$ cat src/hw/rtl/osbc_pkg.sv
package osbc_pkg;

    localparam int WordW = 64;
    localparam int ByteW = 8;

    localparam logic [WordW-1:0] HOST_CALL = '1;
    localparam logic [WordW-1:0] CALL_HALT = 64'd0;
    localparam logic [WordW-1:0] CALL_OUT  = 64'd1;
    localparam logic [WordW-1:0] CALL_IN   = 64'd2;

    typedef enum logic [1:0] {
        REQ_WRITE  = 2'd0,
        REQ_READ   = 2'd1,
        REQ_STEP   = 2'd2,
        REQ_SET_IP = 2'd3
    } t_req;

    typedef enum logic [1:0] {
        RUN_OK     = 2'd0,
        RUN_HALT   = 2'd1,
        RUN_MEMERR = 2'd2
    } t_run;

    typedef enum logic [3:0] {
        DP_NOP,
        DP_CLEAR,
        DP_DECODE,
        DP_HOST_RD,
        DP_CAP_A,
        DP_CAP_B,
        DP_CAP_C,
        DP_CAP_MB,
        DP_SUB,
        DP_LOAD_RSP
    } t_dp_op;

    typedef struct packed {
        logic   latch_req;
        t_dp_op op;
    } t_dp_cmd;

    typedef struct packed {
        logic clr_done;
        t_req req_type;
        logic running;
        logic host;
    } t_dp_sts;

endpackage

$ cat src/hw/rtl/osbc_ctrl.sv
module osbc_ctrl (
    input  logic              i_clk,
    input  logic              i_rst_n,
    input  logic              i_req_valid,
    output logic              o_req_ready,
    output logic              o_rsp_valid,
    input  logic              i_rsp_ready,
    input  osbc_pkg::t_dp_sts i_sts,
    output osbc_pkg::t_dp_cmd o_cmd
);

    typedef enum logic [9:0] {
        S_CLEAR   = 10'b0000000001,
        S_IDLE    = 10'b0000000010,
        S_DECODE  = 10'b0000000100,
        S_HOST_RD = 10'b0000001000,
        S_CAP_A   = 10'b0000010000,
        S_CAP_B   = 10'b0000100000,
        S_CAP_C   = 10'b0001000000,
        S_CAP_MB  = 10'b0010000000,
        S_SUB     = 10'b0100000000,
        S_RESP    = 10'b1000000000
    } t_state;

    t_state r_state;
    t_state n_state;
    logic   r_rsp_valid;
    logic   n_rsp_valid;
    logic   rsp_load;

    always_comb begin
        n_state         = r_state;
        o_cmd.latch_req = 1'b0;
        o_cmd.op        = osbc_pkg::DP_NOP;
        o_req_ready     = 1'b0;
        rsp_load        = 1'b0;
        case (r_state)
            S_CLEAR: begin
                o_cmd.op = osbc_pkg::DP_CLEAR;
                if (i_sts.clr_done) begin
                    n_state = S_IDLE;
                end
            end
            S_IDLE: begin
                o_req_ready     = 1'b1;
                o_cmd.latch_req = i_req_valid;
                if (i_req_valid) begin
                    n_state = S_DECODE;
                end
            end
            S_DECODE: begin
                o_cmd.op = osbc_pkg::DP_DECODE;
                case (i_sts.req_type)
                    osbc_pkg::REQ_READ: n_state = S_HOST_RD;
                    osbc_pkg::REQ_STEP: n_state = i_sts.running ? S_CAP_A : S_RESP;
                    default:            n_state = S_RESP;
                endcase
            end
            S_HOST_RD: begin
                o_cmd.op = osbc_pkg::DP_HOST_RD;
                n_state  = S_RESP;
            end
            S_CAP_A: begin
                o_cmd.op = osbc_pkg::DP_CAP_A;
                n_state  = S_CAP_B;
            end
            S_CAP_B: begin
                o_cmd.op = osbc_pkg::DP_CAP_B;
                n_state  = S_CAP_C;
            end
            S_CAP_C: begin
                o_cmd.op = osbc_pkg::DP_CAP_C;
                n_state  = S_CAP_MB;
            end
            S_CAP_MB: begin
                o_cmd.op = osbc_pkg::DP_CAP_MB;
                n_state  = i_sts.host ? S_RESP : S_SUB;
            end
            S_SUB: begin
                o_cmd.op = osbc_pkg::DP_SUB;
                n_state  = S_RESP;
            end
            S_RESP: begin
                if (!r_rsp_valid || i_rsp_ready) begin
                    o_cmd.op = osbc_pkg::DP_LOAD_RSP;
                    rsp_load = 1'b1;
                    n_state  = S_IDLE;
                end
            end
            default: begin
                n_state = S_IDLE;
            end
        endcase
    end

    assign n_rsp_valid = (r_rsp_valid && !i_rsp_ready) || rsp_load;

    always_ff @(posedge i_clk) begin
        if (!i_rst_n) begin
            r_state     <= S_CLEAR;
            r_rsp_valid <= 1'b0;
        end else begin
            r_state     <= n_state;
            r_rsp_valid <= n_rsp_valid;
        end
    end

    assign o_rsp_valid = r_rsp_valid;

endmodule

$ cat config.mk
export PLATFORM = sky130hd
export DESIGN_NAME = osbc_ctrl
export DESIGN_NICKNAME = d
export VERILOG_FILES = /design/src/hw/rtl/osbc_pkg.sv /design/src/hw/rtl/osbc_ctrl.sv
export SDC_FILE = /design/constraint.sdc
export NUM_CORES = 1
export LEC_CHECK = 0
export BUFFER_PORTS_ARGS = -buffer_cell sky130_fd_sc_hd__buf_2
export CAP_MARGIN = 20
export CORE_MARGIN = 2
export CORE_UTILIZATION = 53
export DETAILED_ROUTE_END_ITERATION = 8
export GPL_TIMING_DRIVEN = 0
export PLACE_DENSITY = 0.77
export SLEW_MARGIN = 20
export SYNTH_ARGS = -nofsm -noshare
export SYNTH_HDL_FRONTEND = slang
export SYNTH_SLANG_ARGS = --single-unit
$ cat constraint.sdc
create_clock -name i_clk -period 2.2 [get_ports i_clk]
set_input_delay 0.11 -clock i_clk [delete_from_list [all_inputs] [get_ports i_clk]]
set_output_delay 0.11 -clock i_clk [all_outputs]
set_load 0.05 [all_outputs]
# == Word level (Yosys, flattened, before mapping) ==
# Cells that the tools add are included.
# op_classes
addsub,0
mul,0
div,0
order_cmp,0
n_eq_ne,15
shifts,0
n_mux,13
bitwise,0
n_reduce_logical,7
# op_table
operator,n
10-bit case mux with 9 select lines,1
10-bit two-way mux,5
4-bit case mux with 9 select lines,1
10-bit case mux with 2 select lines,1
10-bit by 1-bit equality test with 1-bit output (second input constant),1
10-bit equality test (second input constant),1
10-bit by 2-bit equality test with 1-bit output (second input constant),1
10-bit by 3-bit equality test with 1-bit output (second input constant),1
10-bit by 4-bit equality test with 1-bit output (second input constant),1
10-bit by 5-bit equality test with 1-bit output (second input constant),1
10-bit by 6-bit equality test with 1-bit output (second input constant),1
10-bit by 7-bit equality test with 1-bit output (second input constant),1
10-bit by 8-bit equality test with 1-bit output (second input constant),1
10-bit by 9-bit equality test with 1-bit output (second input constant),1
2-bit != test (second input constant),3
1-bit two-way mux,4
4-bit two-way mux,1
3-bit AND reduction,1
2-bit by 1-bit equality test with 1-bit output (second input constant),1
2-bit equality test (second input constant),1
1-bit logical NOT,2
1-bit logical OR,2
2-bit OR reduction,1
1-bit logical AND,1
# totals
reg_bits,11
latch_bits,0
mem_bits_rw,0
romBits,0
in_bits,9
output_inout_bits,7
word_cells,37
n_memories,0

# == Depth between registers and ports, before layout ==
# depth
ltp_word,5
ltp_mapped,6
mapped_depth_nobuf,6

# == Worst setup path after synthesis ==
# Ideal clock, no wire load.
# synth_timing
path_type,flip-flop to output port
startpoint,register r_state[2]
endpoint,output o_cmd[4] (netlist bit)
t_arrival_ns,2.933
required_time_ns,2.090
setup_slack_ns,-0.843
path_stages_with_launch,6
path_buffers,1
cell_sequence,dfxtp_1 > clkbuf_1 > nor4_1 > nand2_1 > nor3b_1 > and2_1
# synth_lines
element,line,rtl
"start, declared",osbc_ctrl.sv:25,t_state r_state;
"start signal, assigned",osbc_ctrl.sv:103,r_state <= n_state;
"end, declared",osbc_ctrl.sv:9,output osbc_pkg::t_dp_cmd o_cmd

==> results.sh <==
export IMPL_io_pin_count=16
export IMPL_setup_ws_ns=0.0543
export IMPL_outcome="finished, final reports clean"
export IMPL_worst_path_buf_inv=1
export IMPL_crit_family="simple AND/OR/NAND/NOR gates"
export IMPL_syn_area_um2=816
export IMPL_h_tree_depth=1
export IMPL_grt_pass1_wl_mm=3.57
export IMPL_fin_area_um2=995
export IMPL_hold_class="input pin to register"
export IMPL_grt_max_degree=11
export IMPL_hpwl_mm=1.43
export IMPL_drv_slew=0
export IMPL_fmax_mhz=466
export IMPL_avgSynthCellArea_um2=7.77
export IMPL_synth_yosys_seq_area_share_pct=27.0
export IMPL_dpl_worst_slack_ns=0.0201
export IMPL_die_x_um=43.2
export IMPL_path_class="register to output pin"
export IMPL_yosys_warnings=0
export IMPL_dr_total_vias=872
export IMPL_cts_tree="done"
export IMPL_placed_cells=135
export IMPL_dieArea_um2=1870
export IMPL_ant_nets=0
export IMPL_tns_ns=0
export IMPL_final_common_cell="buf_2"
export IMPL_finalHoldViolCount=0
export IMPL_worstPathArrival_ns=2.04
export IMPL_port_buffers=14
export IMPL_via_per_inst=6.23
export IMPL_diodes=0
export IMPL_syn_nets=117
export IMPL_gp_congestion=0.821
export IMPL_first_iter_violations=29
export IMPL_clock_path_buffers=2
export IMPL_grt_use_total_pct=25.3
export IMPL_wl_per_cell_um=14.4
export IMPL_core_area_um2=1470
export IMPL_period_share_pct=97.5
export IMPL_cts_sinks=11
export IMPL_finClkSkew_ns=0.00639
export IMPL_final_min_clock_period_ns=2.15
export IMPL_setup_viol=0
export IMPL_cp_slowest_cell="or4_4"
export IMPL_power_density_nw_per_um2=460
export IMPL_drv_cap=0
export IMPL_fin_nets=137
export IMPL_clk_latency_ns=0.28
export IMPL_cp_end_kind="output pin"
export IMPL_numCtsBuffers=3
export IMPL_finalNonFillerCells=140
export IMPL_yosysUniqueCellTypes=39
export IMPL_critPathMostFrequentCell="or4_4"
export IMPL_overflow=0
export IMPL_vdd_drop_max_mv=0.331
export IMPL_drive_gt1_share_pct=21.8
export IMPL_relSlewSlack_pct=68.2
export IMPL_crit_required_ns=2.09
export IMPL_place_area_um2=911
export IMPL_fin_util_pct=67.6
export IMPL_synthCells=105
export IMPL_leakagePower_nw=0.403
export IMPL_cp_cell_sequence="or4_4 -> or4_4 -> o21ai_2 -> buf_6"
export IMPL_layout_common_cells="buf_2, dfxtp_1, inv_1"
export IMPL_totalWireLength_mm=2.02
export IMPL_slowest_delay_ns=0.56
export IMPL_cp_start_kind="register"
export IMPL_tightest_slew_ns=0.477
export IMPL_die_y_um=43.2
export IMPL_ys_ff_latch=11
export IMPL_start_util_pct=55.4
export IMPL_drt_pass1_iterations=4
export IMPL_area_growth_pct=21.9
export IMPL_grt_pass1_vias=781
export IMPL_drc=0
export IMPL_antenna_found_initial=0
export IMPL_crit_path_max_fanout=8
export IMPL_path_clk_slew_ns=0.08
export IMPL_clock_root_buffer="clkbuf_4"
export IMPL_placementRows=14
[power breakdown]
part / total [mW] / switching (mW) / internal [mW] / leakage, nW
logic: 0.107 / 0.0644 / 0.0424 / 0.298
clock network: 0.145 / 0.0748 / 0.0705 / 0.0150
registers: 0.205 / 0.00240 / 0.203 / 0.0899
total: 0.458 / 0.142 / 0.316 / 0.403
[Yosys cell counts]
cell	instances	share of area (%)
dfxtp_1	11	27
nor3b_1	4	3.7
nor3_1	5	3.1
ha_1	3	4.6
nor3_2	1	1.2
o21ai_0	6	3.7
nand2_1	4	1.8
mux2i_1	1	1.2
nand4_1	2	1.5
nand4b_1	1	1.1
or3_1	2	1.5
xor2_1	3	3.2
o21a_1	3	2.8
a31oi_1	1	0.77
o311a_1	1	1.2
o2111ai_1	2	2.1
a211o_1	1	1.1
nor4_1	3	2.3
clkbuf_1	6	2.8
buf_1	2	0.92
a21boi_0	1	0.92
and2b_1	1	0.92
o211ai_1	3	2.8
a211oi_1	2	1.8
o221a_1	1	1.4
nor2b_1	2	1.5
nand2b_1	4	3.1
or4_1	1	0.92
and3_1	1	0.77
inv_1	8	3.7
nor4b_1	2	2.1
or4_4	2	2.8
a21oi_1	2	1.2
o31ai_1	1	0.92
or3_4	1	1.4
and2_1	1	0.77
nor2_1	6	2.8
o22ai_1	1	0.77
nand3_1	3	1.8
[registers in the layout, indices dropped and copies added, names as in the netlist]
name,count
r_state,10
o_rsp_valid,1
[area by class of cell]
type                            instances  area (µm²)
Multi-Input combinational cell         78         574
Fill cell                             137         477
Sequential cell                        11         221
Timing Repair Buffer                   15        91.3
Buffer                                  8        31.3
Inverter                                8        30.0
Clock buffer                            4        26.3
Tap cell                               16        20.0
[layer usage]
metal | global-route usage, % | up-vias | share of wire [%]
met5 | 0 | - | 0
met4 | 12.7 | 0 | 1.8
met3 | 2.55 | 5 | 6.6
met2 | 39.7 | 39 | 46
met1 | 34.0 | 405 | 45
li1 | - | 423 | -
[cell families after synthesis]
logic type      Yosys count  synth area share [%]
compound gates           25                  21.5
simple gates             46                  35.1
flops                    11                  27.0
buf+inv                  16                  7.36
fa+ha+maj                 3                  4.60
xor+xnor                  3                  3.22
mux                       1                  1.23
[per-stage QoR]
step | total power [mW] | hold WS (ns)
global placement | 0.308 | 0.288
finish | 0.458 | 0.0811
CTS | 0.458 | 0.0768
detailed placement | 0.311 | 0.289
global route | 0.481 | 0.0993
floorplan | 0.285 | 0.186
[path summary, 6_finish.rpt]
path / to / slack, ns / depth (start not counted) / startpoint
max: o_cmd[1] / 0.05 / 4 / r_state[8]
min: r_state[2] / 0.08 / 2 / i_req_valid
min reg2reg: o_rsp_valid / 0.61 / 2 / o_rsp_valid
max reg2reg: r_state[1] / 0.19 / 4 / r_state[8]
[what timing repair did]
item	in CTS	in global routing
endpoints found under the setup margin	5	4
hold buffers	1	0
hold endpoints to repair	1	0
gates resized for setup	4	8
buffers inserted	0	0
pin swaps	0	2
Power figures use the tool's default switching activity.
